==> src/rtl/rts_pkg.sv <==
// Shared types and constants for the running temperature statistics unit.
// Used by rts_ctrl, rts_dp and the top level; depends on nothing else.

package rts_pkg;

    // Field widths fixed by the interface.
    localparam int TEMP_W  = 7;
    localparam int COUNT_W = 32;
    localparam int SUM_W   = 39;
    localparam int MEAN_W  = 15;

    // Histogram size and fixed-point format of the mean.
    localparam int TEMP_VALUES    = 128;
    localparam int MEAN_FRAC_BITS = 8;
    localparam int HIST_AW        = $clog2(TEMP_VALUES);

    // Divider: the dividend is the sum shifted left by the fraction bits.
    localparam int DIV_W  = SUM_W + MEAN_FRAC_BITS;
    localparam int ITER_W = $clog2(DIV_W + 1);

    // Sample count value at which further readings are dropped.
    localparam logic [COUNT_W-1:0] COUNT_FULL = '1;

    // Controller states.
    typedef enum logic [1:0] {
        S_IDLE,
        S_UPDATE,
        S_DIV,
        S_OUT
    } t_rts_state;

    // Commands from the controller to the datapath.
    typedef struct packed {
        logic load;     // take the item and read its histogram entry
        logic update;   // update statistics and start the divider
        logic div_step; // one restoring division step
        logic out_load; // copy results into the output register
    } t_rts_cmd;

    // Status from the datapath to the controller.
    typedef struct packed {
        logic div_done; // all quotient bits are computed
    } t_rts_sts;

endpackage

==> src/rtl/rts_dp.sv <==
// Datapath of the running temperature statistics unit: histogram memory,
// running statistics, restoring divider and output register; uses rts_pkg.

module rts_dp (
    input  logic                             i_clk,
    input  logic                             i_rst_n,
    input  rts_pkg::t_rts_cmd                i_cmd,
    output rts_pkg::t_rts_sts                o_sts,
    input  logic [rts_pkg::TEMP_W-1:0]       i_temperature,
    output logic [rts_pkg::TEMP_W-1:0]       o_max_temperature,
    output logic [rts_pkg::TEMP_W-1:0]       o_min_temperature,
    output logic [rts_pkg::MEAN_W-1:0]       o_mean_fixed,
    output logic [rts_pkg::TEMP_W-1:0]       o_mode_temperature,
    output logic [rts_pkg::COUNT_W-1:0]      o_sample_total,
    output logic                             o_dropped
);

    // Histogram memory with per-entry valid bits; invalid entries read as zero.
    logic [rts_pkg::COUNT_W-1:0] r_hist_mem [rts_pkg::TEMP_VALUES];
    logic [rts_pkg::TEMP_VALUES-1:0] r_hist_vld;

    logic [rts_pkg::TEMP_W-1:0]  temp_sat;
    logic [rts_pkg::TEMP_W-1:0]  r_temp;
    logic [rts_pkg::COUNT_W-1:0] r_rd_data;
    logic                        r_rd_vld;

    // Running statistics.
    logic [rts_pkg::COUNT_W-1:0] r_count;
    logic [rts_pkg::SUM_W-1:0]   r_sum;
    logic [rts_pkg::TEMP_W-1:0]  r_lowest;
    logic [rts_pkg::TEMP_W-1:0]  r_highest;
    logic [rts_pkg::TEMP_W-1:0]  r_mode_value;
    logic [rts_pkg::COUNT_W-1:0] r_mode_count;
    logic                        r_drop;

    logic                        drop;
    logic [rts_pkg::COUNT_W-1:0] hist_new;
    logic [rts_pkg::SUM_W-1:0]   n_sum;
    logic [rts_pkg::COUNT_W-1:0] n_count;

    // Divider state.
    logic [rts_pkg::DIV_W-1:0]   r_quo;
    logic [rts_pkg::COUNT_W-1:0] r_rem;
    logic [rts_pkg::ITER_W-1:0]  r_iter;
    logic [rts_pkg::COUNT_W:0]   rem_sh;
    logic [rts_pkg::COUNT_W:0]   rem_diff;
    logic                        quo_bit;

    // Readings beyond the histogram clamp to its last entry.
    assign temp_sat = (32'(i_temperature) >= 32'(rts_pkg::TEMP_VALUES))
                    ? rts_pkg::TEMP_W'(rts_pkg::TEMP_VALUES - 1) : i_temperature;

    // Capture the item and read its histogram entry.
    always_ff @(posedge i_clk) begin
        if (i_cmd.load) begin
            r_temp    <= temp_sat;
            r_rd_data <= r_hist_mem[rts_pkg::HIST_AW'(temp_sat)];
            r_rd_vld  <= r_hist_vld[rts_pkg::HIST_AW'(temp_sat)];
        end
    end

    // Update values for the captured item.
    assign drop     = (r_count == rts_pkg::COUNT_FULL);
    assign hist_new = (r_rd_vld ? r_rd_data : '0) + rts_pkg::COUNT_W'(1);
    assign n_sum    = drop ? r_sum : r_sum + rts_pkg::SUM_W'(r_temp);
    assign n_count  = drop ? r_count : r_count + rts_pkg::COUNT_W'(1);

    // Histogram write.
    always_ff @(posedge i_clk) begin
        if (i_cmd.update && !drop) begin
            r_hist_mem[rts_pkg::HIST_AW'(r_temp)] <= hist_new;
        end
    end

    // Valid bits of the histogram entries.
    always_ff @(posedge i_clk) begin
        if (!i_rst_n) begin
            r_hist_vld <= '0;
        end else if (i_cmd.update && !drop) begin
            r_hist_vld[rts_pkg::HIST_AW'(r_temp)] <= 1'b1;
        end
    end

    // Count, sum, extremes and mode.
    always_ff @(posedge i_clk) begin
        if (!i_rst_n) begin
            r_count      <= '0;
            r_sum        <= '0;
            r_lowest     <= '1;
            r_highest    <= '0;
            r_mode_value <= '0;
            r_mode_count <= '0;
        end else if (i_cmd.update && !drop) begin
            r_count <= n_count;
            r_sum   <= n_sum;
            if (hist_new > r_mode_count) begin
                r_mode_value <= r_temp;
                r_mode_count <= hist_new;
            end
            if (r_temp > r_highest) begin
                r_highest <= r_temp;
            end
            if (r_temp < r_lowest) begin
                r_lowest <= r_temp;
            end
        end
    end

    // Restoring division step: one quotient bit per cycle.
    assign rem_sh   = {r_rem, r_quo[rts_pkg::DIV_W-1]};
    assign rem_diff = rem_sh - {1'b0, r_count};
    assign quo_bit  = (rem_sh >= {1'b0, r_count});

    always_ff @(posedge i_clk) begin
        if (i_cmd.update) begin
            r_drop <= drop;
            r_quo  <= rts_pkg::DIV_W'(n_sum) << rts_pkg::MEAN_FRAC_BITS;
            r_rem  <= '0;
            r_iter <= rts_pkg::ITER_W'(rts_pkg::DIV_W);
        end else if (i_cmd.div_step && (r_iter != '0)) begin
            r_quo  <= {r_quo[rts_pkg::DIV_W-2:0], quo_bit};
            r_rem  <= quo_bit ? rem_diff[rts_pkg::COUNT_W-1:0]
                              : rem_sh[rts_pkg::COUNT_W-1:0];
            r_iter <= r_iter - rts_pkg::ITER_W'(1);
        end
    end

    assign o_sts.div_done = (r_iter == '0);

    // Output register; an empty tracker reports a zero mean.
    always_ff @(posedge i_clk) begin
        if (i_cmd.out_load) begin
            o_max_temperature  <= r_highest;
            o_min_temperature  <= r_lowest;
            o_mean_fixed       <= (r_count == '0) ? '0 : r_quo[rts_pkg::MEAN_W-1:0];
            o_mode_temperature <= r_mode_value;
            o_sample_total     <= r_count;
            o_dropped          <= r_drop;
        end
    end

endmodule

==> config.mk <==
export PLATFORM = sky130hd
export DESIGN_NAME = rts_dp
export DESIGN_NICKNAME = d
export VERILOG_FILES = /design/src/rtl/rts_pkg.sv /design/src/rtl/rts_dp.sv
export SDC_FILE = /design/constraint.sdc
export NUM_CORES = 2
export LEC_CHECK = 0
export BUFFER_PORTS_ARGS = -buffer_cell sky130_fd_sc_hd__buf_2
export CORE_MARGIN = 2
export CORE_UTILIZATION = 25
export CTS_CLUSTER_SIZE = 12
export DETAILED_ROUTE_END_ITERATION = 12
export PLACE_DENSITY_LB_ADDON = 0.15
export SLEW_MARGIN = 25
export SYNTH_ARGS = -nofsm -noshare
export SYNTH_HDL_FRONTEND = slang
export SYNTH_SLANG_ARGS = --single-unit
==> constraint.sdc <==
create_clock -name i_clk -period 11.6 [get_ports i_clk]
set_clock_uncertainty 0.15 [all_clocks]
set_input_delay 0.58 -clock i_clk [delete_from_list [all_inputs] [get_ports i_clk]]
set_output_delay 0.58 -clock i_clk [all_outputs]
set_load 0.05 [all_outputs]
==> results.toml <==
[run_status]
status = "complete, but fails checks"
violations = "antenna rules"

[synth]
syn-num-nets = 8113
yosys-top-cells-area = "edfxtp_1 72%, mux4_2 18%, dfxtp_1 3.4%"
synth_xor_area_share_pct = 0.700
yosysTopAreaCell = "edfxtp_1"
synth_compound_area_share_pct = 1.60
synthDistinctLibCells = 64
yosysTopAreaCellShare_pct = 72.2
syn_area_sq_um = 176000
synth_commonest_cells = "4245 x edfxtp_1, 1386 x mux4_2, 324 x nor2_1, 298 x dfxtp_1, 244 x clkbuf_1"
synth-seq-area-share_pct = 75.6
synth_top_family_by_area = "multiplexers"
yosys.cell_count.top_type = "edfxtp_1"
synthSimpleGateAreaFrac_pct = 2.22
synthFlopType = "edfxtp_1"
synth_edf_count = 4245
synthMuxAreaShare_pct = 18.0
ys_warn_count = 0
yosys_register_bits = 4543
synth_async_sr_flop_share_pct = 0
synth.avg_cell_area_sq_um = 22.0
synthAdderAreaFrac_pct = 0.654
synth_cells = 8009

[placed_design]
globalplace.congestion = 0.761
io_buffers = 82
post-place-cells = 17238
hpwl_um = 301000

[clock_tree]
clk_pin_slew_ns = 0.07
cts_resized = 0
cts_hold_buf = 7
cts_inserted_buffers = 485
cts_buffer_depth = 4
clk_latency_ns = 1.09
post_cts_buffers = 0
clock-sinks = 4543
root_buffer = "clkbuf_16"
cts_tree = "done"
h-tree-depth = 5

[global_routing]
grt_use_total_pct = 15.4
grt_overflow = 0
antenna_found_initial = 67
grt_pass1_vias = 89315
grt_max_degree = 130
grt_first_pass_wirelength_um = 769000

[cells_and_area]
drive_gt1_share_pct = 29.5
syn_to_final_growth_pct = 16.6
regArea_sq_um = 133000
fin_cells = 18206
multi_input_area_sq_um = 42100
n_fill_cell = 68054
layout.nets = 8538

[run]
cap_violations = 0

[power]
vdd_ir_drop_max_mv = 0.136
p_leak_nw = 63.5
pwr-share-comb_pct = 8.5
switching_share_pct = 23.8
seqPwrFrac_pct = 50.2
power_mw = 36.3
p_int_mw = 27.6
switching_power_mw = 8.63
pwr-share-clk_pct = 41.3
cellPowerDensity_nw_per_um2 = 176

[floorplan]
start_util_pct = 25.1
fp.coreArea_sq_um = 703000
die_w_um = 844
die_y_um = 844
ioPinCount = 83
die-area_sq_um = 713000
row_count = 308

[route]
drt-initial-drc-count = 8903
ant_nets = 1
drt-wirelength-per-cell_um = 31.0
drc = 0
wirelength_um = 564000
vias = 86124
drtPass1Iterations = 6
viasPerCell = 4.73

[sta]
period_needed_ns = 6.30
slew_headroom_pct = 26.6
hold_viol = 0
fmaxAchievable_mhz = 159
fin_crit_sh_pct = 54.3
finalMaxSlewViolations = 0
rsz0062_at_grt = "false"
fin_tns_setup_ns = 0
worstMarginPinSlew_ns = 1.10
setup_violations = 0

[critical_path]
worstPathRequired_ns = 12.33
critPathMaxFanout = 79
cp-start-kind = "register"
crit_path_max_incr_delay_ns = 0.75
crit_path_end_kind = "register"
arrival_ns = 7.03
cpLargestDelayFamily = "simple AND/OR/NAND/NOR gates"
slowest_stage = "and2_4"
critPathBufInv = 3
reg2reg_slack_ns = 5.30
path_cells = "buf_4, nand2_4, inv_1, ha_4, nand4_1, nor3_1, nand2_1, xnor2_1, and2_4, ha_1, nand4_1, nor4_1, o21ai_0, a31oi_4, buf_4, mux2i_1, nor2_1"
critical_path_class = "register to register"

[worst_hold_path]
min_path_type = "input port to register"
## registers in the layout (all words and copies together) (netlist names), 6 cells and up
name / count
r_lowest: 7
r_quo: 47
r_hist_mem: 4096
o_mode_temperature: 7
r_mode_value: 7
r_rd_data: 32
r_sum: 39
o_mean_fixed: 15
r_rem: 32
o_min_temperature: 7
o_sample_total: 32
r_count: 32
r_highest: 7
r_temp: 7
r_iter: 6
o_max_temperature: 7
r_mode_count: 32
r_hist_vld: 128
## cell type report
cell class / count / area share (%)
diodes: 64 / 0.0779
well taps: 9300 / 5.66
clock buffers: 631 / 6.32
clock inverters: 264 / 1.04
repair buffers: 358 / 1.36
flip-flops and latches: 4543 / 64.9
inverters: 102 / 0.187
multi-input cells: 2944 / 20.5
## worst paths after layout
kind                                             end  cells after the start   startpoint
worst max-delay path                 r_mode_value[4]                     17     r_rd_vld
worst min-delay path                 o_mean_fixed[1]                      2     i_cmd[0]
worst max register to register       r_mode_value[4]                     17     r_rd_vld
worst min register to register  o_min_temperature[5]                      0  r_lowest[5]
## kinds of logic after synthesis
logic type,Yosys count
multiplexers,1441
buffers and inverters,522
AND/OR/NAND/NOR,856
flip-flops,4543
XOR/XNOR,141
AO/OA/AOI/OAI,415
adder cells (fa/ha/maj),91
## stage by stage
stage	worst slack [ns]	util (%)	hold WS [ns]	cell area, sq um
2_1_floorplan	0.738	-	0.250	176000
3_3_place_gp	4.67	27.1	0.266	190000
3_5_place_dp	4.74	27.1	0.270	190000
4_1_cts	4.78	29.2	0.0122	205000
5_1_grt	4.76	29.2	0.0950	206000
6_report	5.30	29.2	0.127	206000
## power by group through the flow
stage	Sequential (mW)	Clock, mW	Combinational (mW)
global placement	18.6	0	3.10
global route	18.2	15.9	3.34
finish	18.2	15.0	3.08
floorplan	18.6	0	1.91
detailed placement	18.6	0	3.12
CTS	18.2	15.4	3.14
## per-layer routing
metal | GRT usage [%] | vias up | share of wire (%)
li1 | - | 34606 | -
met1 | 22.0 | 48405 | 45
met2 | 25.4 | 2486 | 48
met3 | 1.65 | 623 | 4.6
met5 | 0 | - | 0.0055
met4 | 3.44 | 4 | 2.4
## placed cells by master (no fill, tap or decap), types with 88 or more instances in the layout
cell / Yosys / routed
nand3_1: 103 / 98
nand2_1: 209 / 208
inv_1: 101 / 100
nor2_4: 0 / 130
ha_1: 89 / 88
clkbuf_16: 0 / 490
edfxtp_1: 4245 / 4245
nor2_1: 324 / 194
clkbuf_1: 244 / 119
o21a_1: 108 / 108
mux4_2: 1386 / 1386
buf_4: 8 / 254
clkinv_1: 0 / 125
dfxtp_1: 298 / 298
No activity file was read; power rests on OpenSTA's default activity.
