[config.mk]
export PLATFORM = sky130hd
export DESIGN_NAME = rts_ctrl
export DESIGN_NICKNAME = d
export VERILOG_FILES = /design/src/rtl/rts_pkg.sv /design/src/rtl/rts_ctrl.sv
export SDC_FILE = /design/constraint.sdc
export NUM_CORES = 1
export LEC_CHECK = 0
export ABC_AREA = 1
export BUFFER_PORTS_ARGS = -buffer_cell sky130_fd_sc_hd__buf_2
export CAP_MARGIN = 5
export CORE_AREA = 2 2 39 41
export DETAILED_ROUTE_END_ITERATION = 8
export DIE_AREA = 0 0 41 43
export GPL_TIMING_DRIVEN = 0
export HOLD_SLACK_MARGIN = 0.08
export MAX_ROUTING_LAYER = met4
export PLACE_DENSITY_LB_ADDON = 0.15
export SLEW_MARGIN = 20
export SYNTH_ARGS = -nofsm -noshare
export SYNTH_HDL_FRONTEND = slang
export SYNTH_SLANG_ARGS = --single-unit
[constraint.sdc]
create_clock -name i_clk -period 2.8 [get_ports i_clk]
set_clock_uncertainty 0.05 [all_clocks]
set_input_delay 0.56 -clock i_clk [delete_from_list [all_inputs] [get_ports i_clk]]
set_output_delay 0.56 -clock i_clk [all_outputs]
set_load 0.05 [all_outputs]
[src/rtl/rts_pkg.sv]
// Shared types and constants for the running temperature statistics unit.
// Used by rts_ctrl, rts_dp and the top level; depends on nothing else.

package rts_pkg;

    // Field widths fixed by the interface.
    localparam int TEMP_W  = 7;
    localparam int COUNT_W = 32;
    localparam int SUM_W   = 39;
    localparam int MEAN_W  = 15;

    // Histogram size and fixed-point format of the mean.
    localparam int TEMP_VALUES    = 128;
    localparam int MEAN_FRAC_BITS = 8;
    localparam int HIST_AW        = $clog2(TEMP_VALUES);

    // Divider: the dividend is the sum shifted left by the fraction bits.
    localparam int DIV_W  = SUM_W + MEAN_FRAC_BITS;
    localparam int ITER_W = $clog2(DIV_W + 1);

    // Sample count value at which further readings are dropped.
    localparam logic [COUNT_W-1:0] COUNT_FULL = '1;

    // Controller states.
    typedef enum logic [1:0] {
        S_IDLE,
        S_UPDATE,
        S_DIV,
        S_OUT
    } t_rts_state;

    // Commands from the controller to the datapath.
    typedef struct packed {
        logic load;     // take the item and read its histogram entry
        logic update;   // update statistics and start the divider
        logic div_step; // one restoring division step
        logic out_load; // copy results into the output register
    } t_rts_cmd;

    // Status from the datapath to the controller.
    typedef struct packed {
        logic div_done; // all quotient bits are computed
    } t_rts_sts;

endpackage

[src/rtl/rts_ctrl.sv]
// Controller state machine of the running temperature statistics unit.
// Sequences item intake, update, division and result hand-off; uses rts_pkg.

module rts_ctrl (
    input  logic                i_clk,
    input  logic                i_rst_n,
    input  logic                i_valid,
    output logic                o_ready,
    output logic                o_valid,
    input  logic                i_ready,
    input  rts_pkg::t_rts_sts   i_sts,
    output rts_pkg::t_rts_cmd   o_cmd
);

    rts_pkg::t_rts_state r_state;
    rts_pkg::t_rts_state n_state;
    logic                r_out_valid;
    logic                n_out_valid;
    logic                out_free;

    // The output register can take a new item when empty or being emptied.
    assign out_free = !r_out_valid || i_ready;

    // State and output valid registers.
    always_ff @(posedge i_clk) begin
        if (!i_rst_n) begin
            r_state     <= rts_pkg::S_IDLE;
            r_out_valid <= 1'b0;
        end else begin
            r_state     <= n_state;
            r_out_valid <= n_out_valid;
        end
    end

    // Next state and commands.
    always_comb begin
        n_state        = r_state;
        o_cmd          = '0;
        o_ready        = 1'b0;
        case (r_state)
            rts_pkg::S_IDLE: begin
                o_ready = 1'b1;
                if (i_valid) begin
                    o_cmd.load = 1'b1;
                    n_state    = rts_pkg::S_UPDATE;
                end
            end
            rts_pkg::S_UPDATE: begin
                o_cmd.update = 1'b1;
                n_state      = rts_pkg::S_DIV;
            end
            rts_pkg::S_DIV: begin
                if (i_sts.div_done) begin
                    n_state = rts_pkg::S_OUT;
                end else begin
                    o_cmd.div_step = 1'b1;
                end
            end
            rts_pkg::S_OUT: begin
                if (out_free) begin
                    o_cmd.out_load = 1'b1;
                    n_state        = rts_pkg::S_IDLE;
                end
            end
            default: begin
                n_state = rts_pkg::S_IDLE;
            end
        endcase
    end

    // Output valid rises on a load and falls when the item is taken.
    always_comb begin
        if (o_cmd.out_load) begin
            n_out_valid = 1'b1;
        end else if (i_ready) begin
            n_out_valid = 1'b0;
        end else begin
            n_out_valid = r_out_valid;
        end
    end

    assign o_valid = r_out_valid;

endmodule

==> out/results.tsv, run 1 <==
metric	value	unit
outcome	finished, final reports clean	
share of cells above drive strength 1	35.29	%
Netlist cell types	13	
worst slew pin tran	0.2477	ns
CTS max path bufs	2	
Placed Cells	63	
Clk pin slew, worst setup/hold paths	0.04	ns
compound-cell area share of the yosys netlist	4.785	%
post-route ant nets	0	
buffer count from post-CTS setup fixing	0	
non-filler cells, final	67	
Max Cap Viol	0	
CP Capture Type	output port	
Layout fillers	159	
period utilization	68.22	%
# clock sinks	3	
Post-Synth Adder-Cell Area	23.92	%
DRC	0	
Clock H-tree levels	1	
Avg Vias per Cell	3.657	
largest family of logic cells by synthesized area	simple AND/OR/NAND/NOR gates	
total grt overflow	0	
required time of the critical path	2.19	ns
PwrDens	1225	nW/um^2
slowest CP cell	dfxtp_1	
CP Launch Type	flop	
hold buffer count at cts	0	
DP Worst Slack	1.026	ns
Clock Latency Late Sink	0.23	ns
Seq. cell area	60.06	um^2
TNS Setup	0	ns
hold path startpoint	o_valid	
area grow syn2layout	36.84	%
routed length per instance	6.851	um
post-synthesis mux area share	0	%
Resized cells post-CTS	0	
critical setup path kind	flop to output port	
met1 Track Usage GR	6.410	%
GPL Wtd Cong	0.6150	
die area	1763	um^2
Crit path max-delay family	buffers and inverters	
CTS tree	built	
fmax	523.5	MHz
ant diodes	0	
Rel. slew slack	83.60	%
global-route wire length before repair	696	um
slowest stage delay, CP	0.37	ns
Buf+Inv Stages, Crit Path	3	
reg2reg start	r_state[0]	
IO Pins	11	
Post-Syn Area	261.5	um^2
Final Worst Setup Slack	0.8897	ns
Slew Limit Fails	0	
area of the multi-input gates	156.4	um^2
Num CTS Buffers	3	
Design Power	0.4384	mW
post-route minimum period	1.910	ns
CTS root buf	clkbuf_4	
peak supply drop	355.2	uV
core area	1384	um^2
#FFs+latches synth	3	
Simple-Gate Fraction of Synth Area	31.10	%
RSZ-0062 raised after global routing	false	
LEAKAGE	0.2306	nW
crit path from	r_state[0]	
syn_nets	47	
final core occ	25.86	%
largest net degree at the start of global routing	5	
Mapped Cells	37	
fin nets	62	
Total GRT Usage	6.269	%
vias post-DR	245	
crit-path max FO	4	
total iterations of the first detailed-routing run	4	
DRT Wirelength	459	um
DRC marker count from the first detailed-route iteration	1	
Die Y	43	um
vias in the first global route	195	
xor/xnor cell area share of the yosys netlist	0	%
count of final setup violators	0	
met2 Use GR	8.125	%
initial antenna violation count	0	
most frequent cells in the layout	inv_1 (10), buf_2 (10), nor2_1 (5), ha_1 (5), nand2_1 (4)	
hold crit path type	flop to flop	
Mean Syn Cell Area	7.068	um^2
Rows	14	
CP cell instances	ha_1, inv_1, a21oi_1, buf_4, buf_2	
Starting Density	18.90	%
yosys warns	0	
number of port buffers	10	
grt peak-use layer	met2	
Die W	41	um
WP data arrival	1.30	ns
GRT met3 Usage	3.141	%
sequential share of the synthesized area	22.97	%
Final HPWL DP	397.9	um
Final Hold Vio Count	0	
[synthesized netlist by cell type]
master	instances	area (um^2)
dfxtp_1	3	60.06
nand3_1	1	5.000
nand2_4	1	11.26
nand2_2	2	12.51
a21oi_1	1	5.000
buf_4	1	7.510
nand4_1	2	12.51
ha_1	5	62.56
a21boi_0	1	7.510
nor2_2	1	6.260
inv_1	10	37.54
nor2_1	5	18.77
nand2_1	4	15.01
[state kept, by name, summed over array words and instances, names as in the netlist]
signal   count
r_state      2
o_valid      1
[path summary, 6_finish.rpt]
path / depth (start not counted) / end / slack, ns
worst max-delay path: 5 / o_cmd[0] / 0.89
worst min register to register: 2 / o_valid / 0.45
worst min-delay path: 2 / o_valid / 0.45
worst max register to register: 7 / r_state[0] / 1.57
[cells by family (layout without fill, tap and decap cells)]
logic type | after synthesis | after routing
simple gates | 16 | 16
buf+inv | 11 | 25
fa+ha+maj | 5 | 5
flops | 3 | 3
compound gates | 2 | 2
[area by class of cell]
class	instances	area share, %
clock buffers	4	7.343
plain buffers	1	2.098
inverters	10	10.49
multi-input cells	23	43.71
flip-flops and latches	3	16.78
repair buffers	10	13.99
well taps	16	5.594
[routing by layer]
metal | up-vias | share of wire (%)
li1 | 136 | -
met1 | 100 | 45
met2 | 9 | 48
met3 | 0 | 7.4
met4 | 0 | 0
met5 | - | 0
[stage by stage]
| step | hold WS (ns) | instance area [um^2] |
|---|---|---|
| 6_report | 0.4501 | 357.8 |
| 5_1_grt | 0.5110 | 357.8 |
| 4_1_cts | 0.4560 | 357.8 |
| 3_5_place_dp | 0.4531 | 331.6 |
| 3_3_place_gp | 0.4522 | 331.6 |
| 2_1_floorplan | 0.4475 | 261.5 |
[tightest hold or removal path: stages, from the launching register on]
cell      delay [ns]
dfxtp_1         0.32
nand2_1         0.06
a21boi_0        0.06
[power breakdown]
part	internal (mW)	switching, mW	total [mW]
Sequential	0.0597	0.0168	0.0765
Clock	0.0533	0.0207	0.0740
Combinational	0.0844	0.203	0.288
Total	0.197	0.241	0.438
(Power assumes the default switching activity.)
==> run 2, diff against run 1 <==
- clock period: 2.8 -> 1.7 ns (I/O delays scaled with it)
==> run 2 against run 1 <==
Against the previous run: cell count is the same; sequential share of layout area rose by 0.22 points; design area rose by 2.8%; largest power group unchanged; hold slack worse by 0.14 ns; critical endpoint is now o_cmd[1]; clock power grew 61%; largest cell class unchanged; non-clock buffer count unchanged; register-to-register slack lost 1.1 ns.
==> out/results.tsv, run 2 (synthesis results as in run 1) <==
metric	value	unit	change
outcome	finished, final reports clean		unchanged
most frequent cells in the layout	inv_1 (10), buf_2 (8), nor2_1 (5)		was inv_1 (10), buf_2 (10), nor2_1 (5), ha_1 (5), nand2_1 (4)
period utilization	94.77	%	
non-filler cells, final	67		unchanged
Max Cap Viol	0		unchanged
Die Y	43	um	unchanged
vias in the first global route	203		was 195
required time of the critical path	1.31	ns	was 2.19 ns
Sequential Power Share	18.0	%	was 17.4%
LEAKAGE	0.2295	nW	was 0.2306 nW
Clock Latency Late Sink	0.22	ns	was 0.23 ns
critical setup path kind	flop to output port		unchanged
CP Capture Type	output port		unchanged
initial antenna violation count	0		unchanged
count of final setup violators	0		unchanged
# clock sinks	3		unchanged
Final HPWL DP	377.2	um	was 397.9 um
vias post-DR	230		was 245
PwrDens	2015	nW/um^2	was 1225 nW/um^2
ant diodes	0		unchanged
Total GRT Usage	6.166	%	was 6.269%
global-route wire length before repair	724	um	was 696 um
Sw Share	53.78	%	was 54.97%
Rel. slew slack	83.56	%	was 83.60%
total grt overflow	0		unchanged
most used cell, CP	inv_1		
share of cells above drive strength 1	41.18	%	was 35.29%
Design Power	0.7413	mW	was 0.4384 mW
DRC marker count from the first detailed-route iteration	1		unchanged
met1 Track Usage GR	8.333	%	was 6.410%
number of port buffers	10		unchanged
post-route ant nets	0		unchanged
hold crit path type	primary input to flop		was flop to flop
Slew Limit Fails	0		unchanged
die area	1763	um^2	unchanged
Final Hold Vio Count	0		unchanged
GPL Wtd Cong	0.6677		was 0.6150
leading cell type in the layout, fill and taps excluded	inv_1		
cell-internal power	0.3426	mW	was 0.1974 mW
grt peak-use layer	met1		was met2
fmax	620.7	MHz	
Placed Cells	63		unchanged
GRT met3 Usage	1.571	%	was 3.141%
DRT Wirelength	416	um	was 459 um
CTS max path bufs	2		unchanged
max FFs per register	2		unchanged
Clk pin slew, worst setup/hold paths	0.03	ns	was 0.04 ns
Starting Density	18.90	%	unchanged
Num CTS Buffers	3		unchanged
total iterations of the first detailed-routing run	2		was 4
CP Launch Type	flop		unchanged
CTS root buf	clkbuf_4		unchanged
DRC	0		unchanged
IO Pins	11		unchanged
area grow syn2layout	40.67	%	was 36.84%
worst slew pin tran	0.2483	ns	was 0.2477 ns
core area	1384	um^2	unchanged
Rows	14		unchanged
met2 Use GR	7.813	%	was 8.125%
post-route minimum period	1.611	ns	
TNS Setup	0	ns	unchanged
Comb power frac	66.0	%	was 65.7%
Avg Vias per Cell	3.433		was 3.657
slowest CP cell	dfxtp_2		was dfxtp_1
buffer count from post-CTS setup fixing	0		unchanged
routed length per instance	6.209	um	was 6.851 um
Net Sw Power	0.3986	mW	was 0.2410 mW
largest net degree at the start of global routing	5		unchanged
crit-path max FO	4		unchanged
fin nets	62		unchanged
WP data arrival	1.22	ns	was 1.30 ns
largest register by flop count	r_state		unchanged
CP cell instances	inv_1, ha_1, nand2_4, inv_1, clkbuf_4		was ha_1, inv_1, a21oi_1, buf_4, buf_2
RSZ-0062 raised after global routing	false		unchanged
peak supply drop	499.6	uV	was 355.2 uV
Clock H-tree levels	1		unchanged
Die W	41	um	unchanged
CTS tree	built		unchanged
Clk pwr share	16.1	%	was 16.9%
slowest stage delay, CP	0.35	ns	was 0.37 ns
run 2: cell count changes in the layout (fill, tap and decap cells not counted), sizes merged:
cell / before / now
buf: 11 / 10
clkbuf: 4 / 5
run 2: worst max-delay path, delay by kind of cell (launching register included):
kind / cells / cell delay, ns
fa+ha+maj: 1 / 0.24
buf+inv: 3 / 0.32
flops: 1 / 0.35
simple gates: 1 / 0.09
run 2: power groups by stage:
| stage | clock network (mW) | registers, mW | logic (mW) |
|---|---|---|---|
| 2_1_floorplan | 0 | 0.133 | 0.407 |
| 3_3_place_gp | 0 | 0.129 | 0.490 |
| 3_5_place_dp | 0 | 0.130 | 0.491 |
| 4_1_cts | 0.125 | 0.129 | 0.495 |
| 5_1_grt | 0.134 | 0.140 | 0.536 |
| 6_report | 0.119 | 0.133 | 0.489 |
run 2: layout make-up:
cell class	count	area, um^2
fill	155	1016
multi-input combinational	23	158.9
sequential	3	62.56
timing repair buffer	10	55.05
inverter	10	37.54
clock buffer	4	26.28
tap	16	20.02
buffer	1	7.507
run 2: metal layers:
| metal | up-vias | part of all wire [%] |
|---|---|---|
| met5 | - | 0 |
| met4 | 0 | 0 |
| met3 | 0 | 1.4 |
| met2 | 2 | 50 |
| met1 | 91 | 49 |
| li1 | 137 | - |
run 2: worst paths after layout:
path              depth (start not counted)  startpoint  slack (ns)         end
hold / removal                            3     i_rst_n        0.31  r_state[0]
setup reg to reg                          7  r_state[0]        0.52  r_state[1]
setup / recovery                          5  r_state[0]        0.09    o_cmd[1]
hold reg to reg                           2     o_valid        0.45     o_valid
run 2: repair_timing:
action,in CTS,in global routing
pin swaps,0,0
setup endpoints to repair,1,3
hold buffers,0,0
resized for setup,1,3
run 2: stage by stage:
step	setup WS (ns)	hold slack, ns	instance area [um^2]	util (%)
global placement	0.2185	0.4572	334.1	24.14
global route	0.001240	0.3126	367.9	26.58
floorplan	0.1326	0.4113	264.0	-
finish	0.08884	0.3090	367.9	26.58
CTS	0.01195	0.3112	362.8	26.22
detailed placement	0.2155	0.4470	334.1	24.14
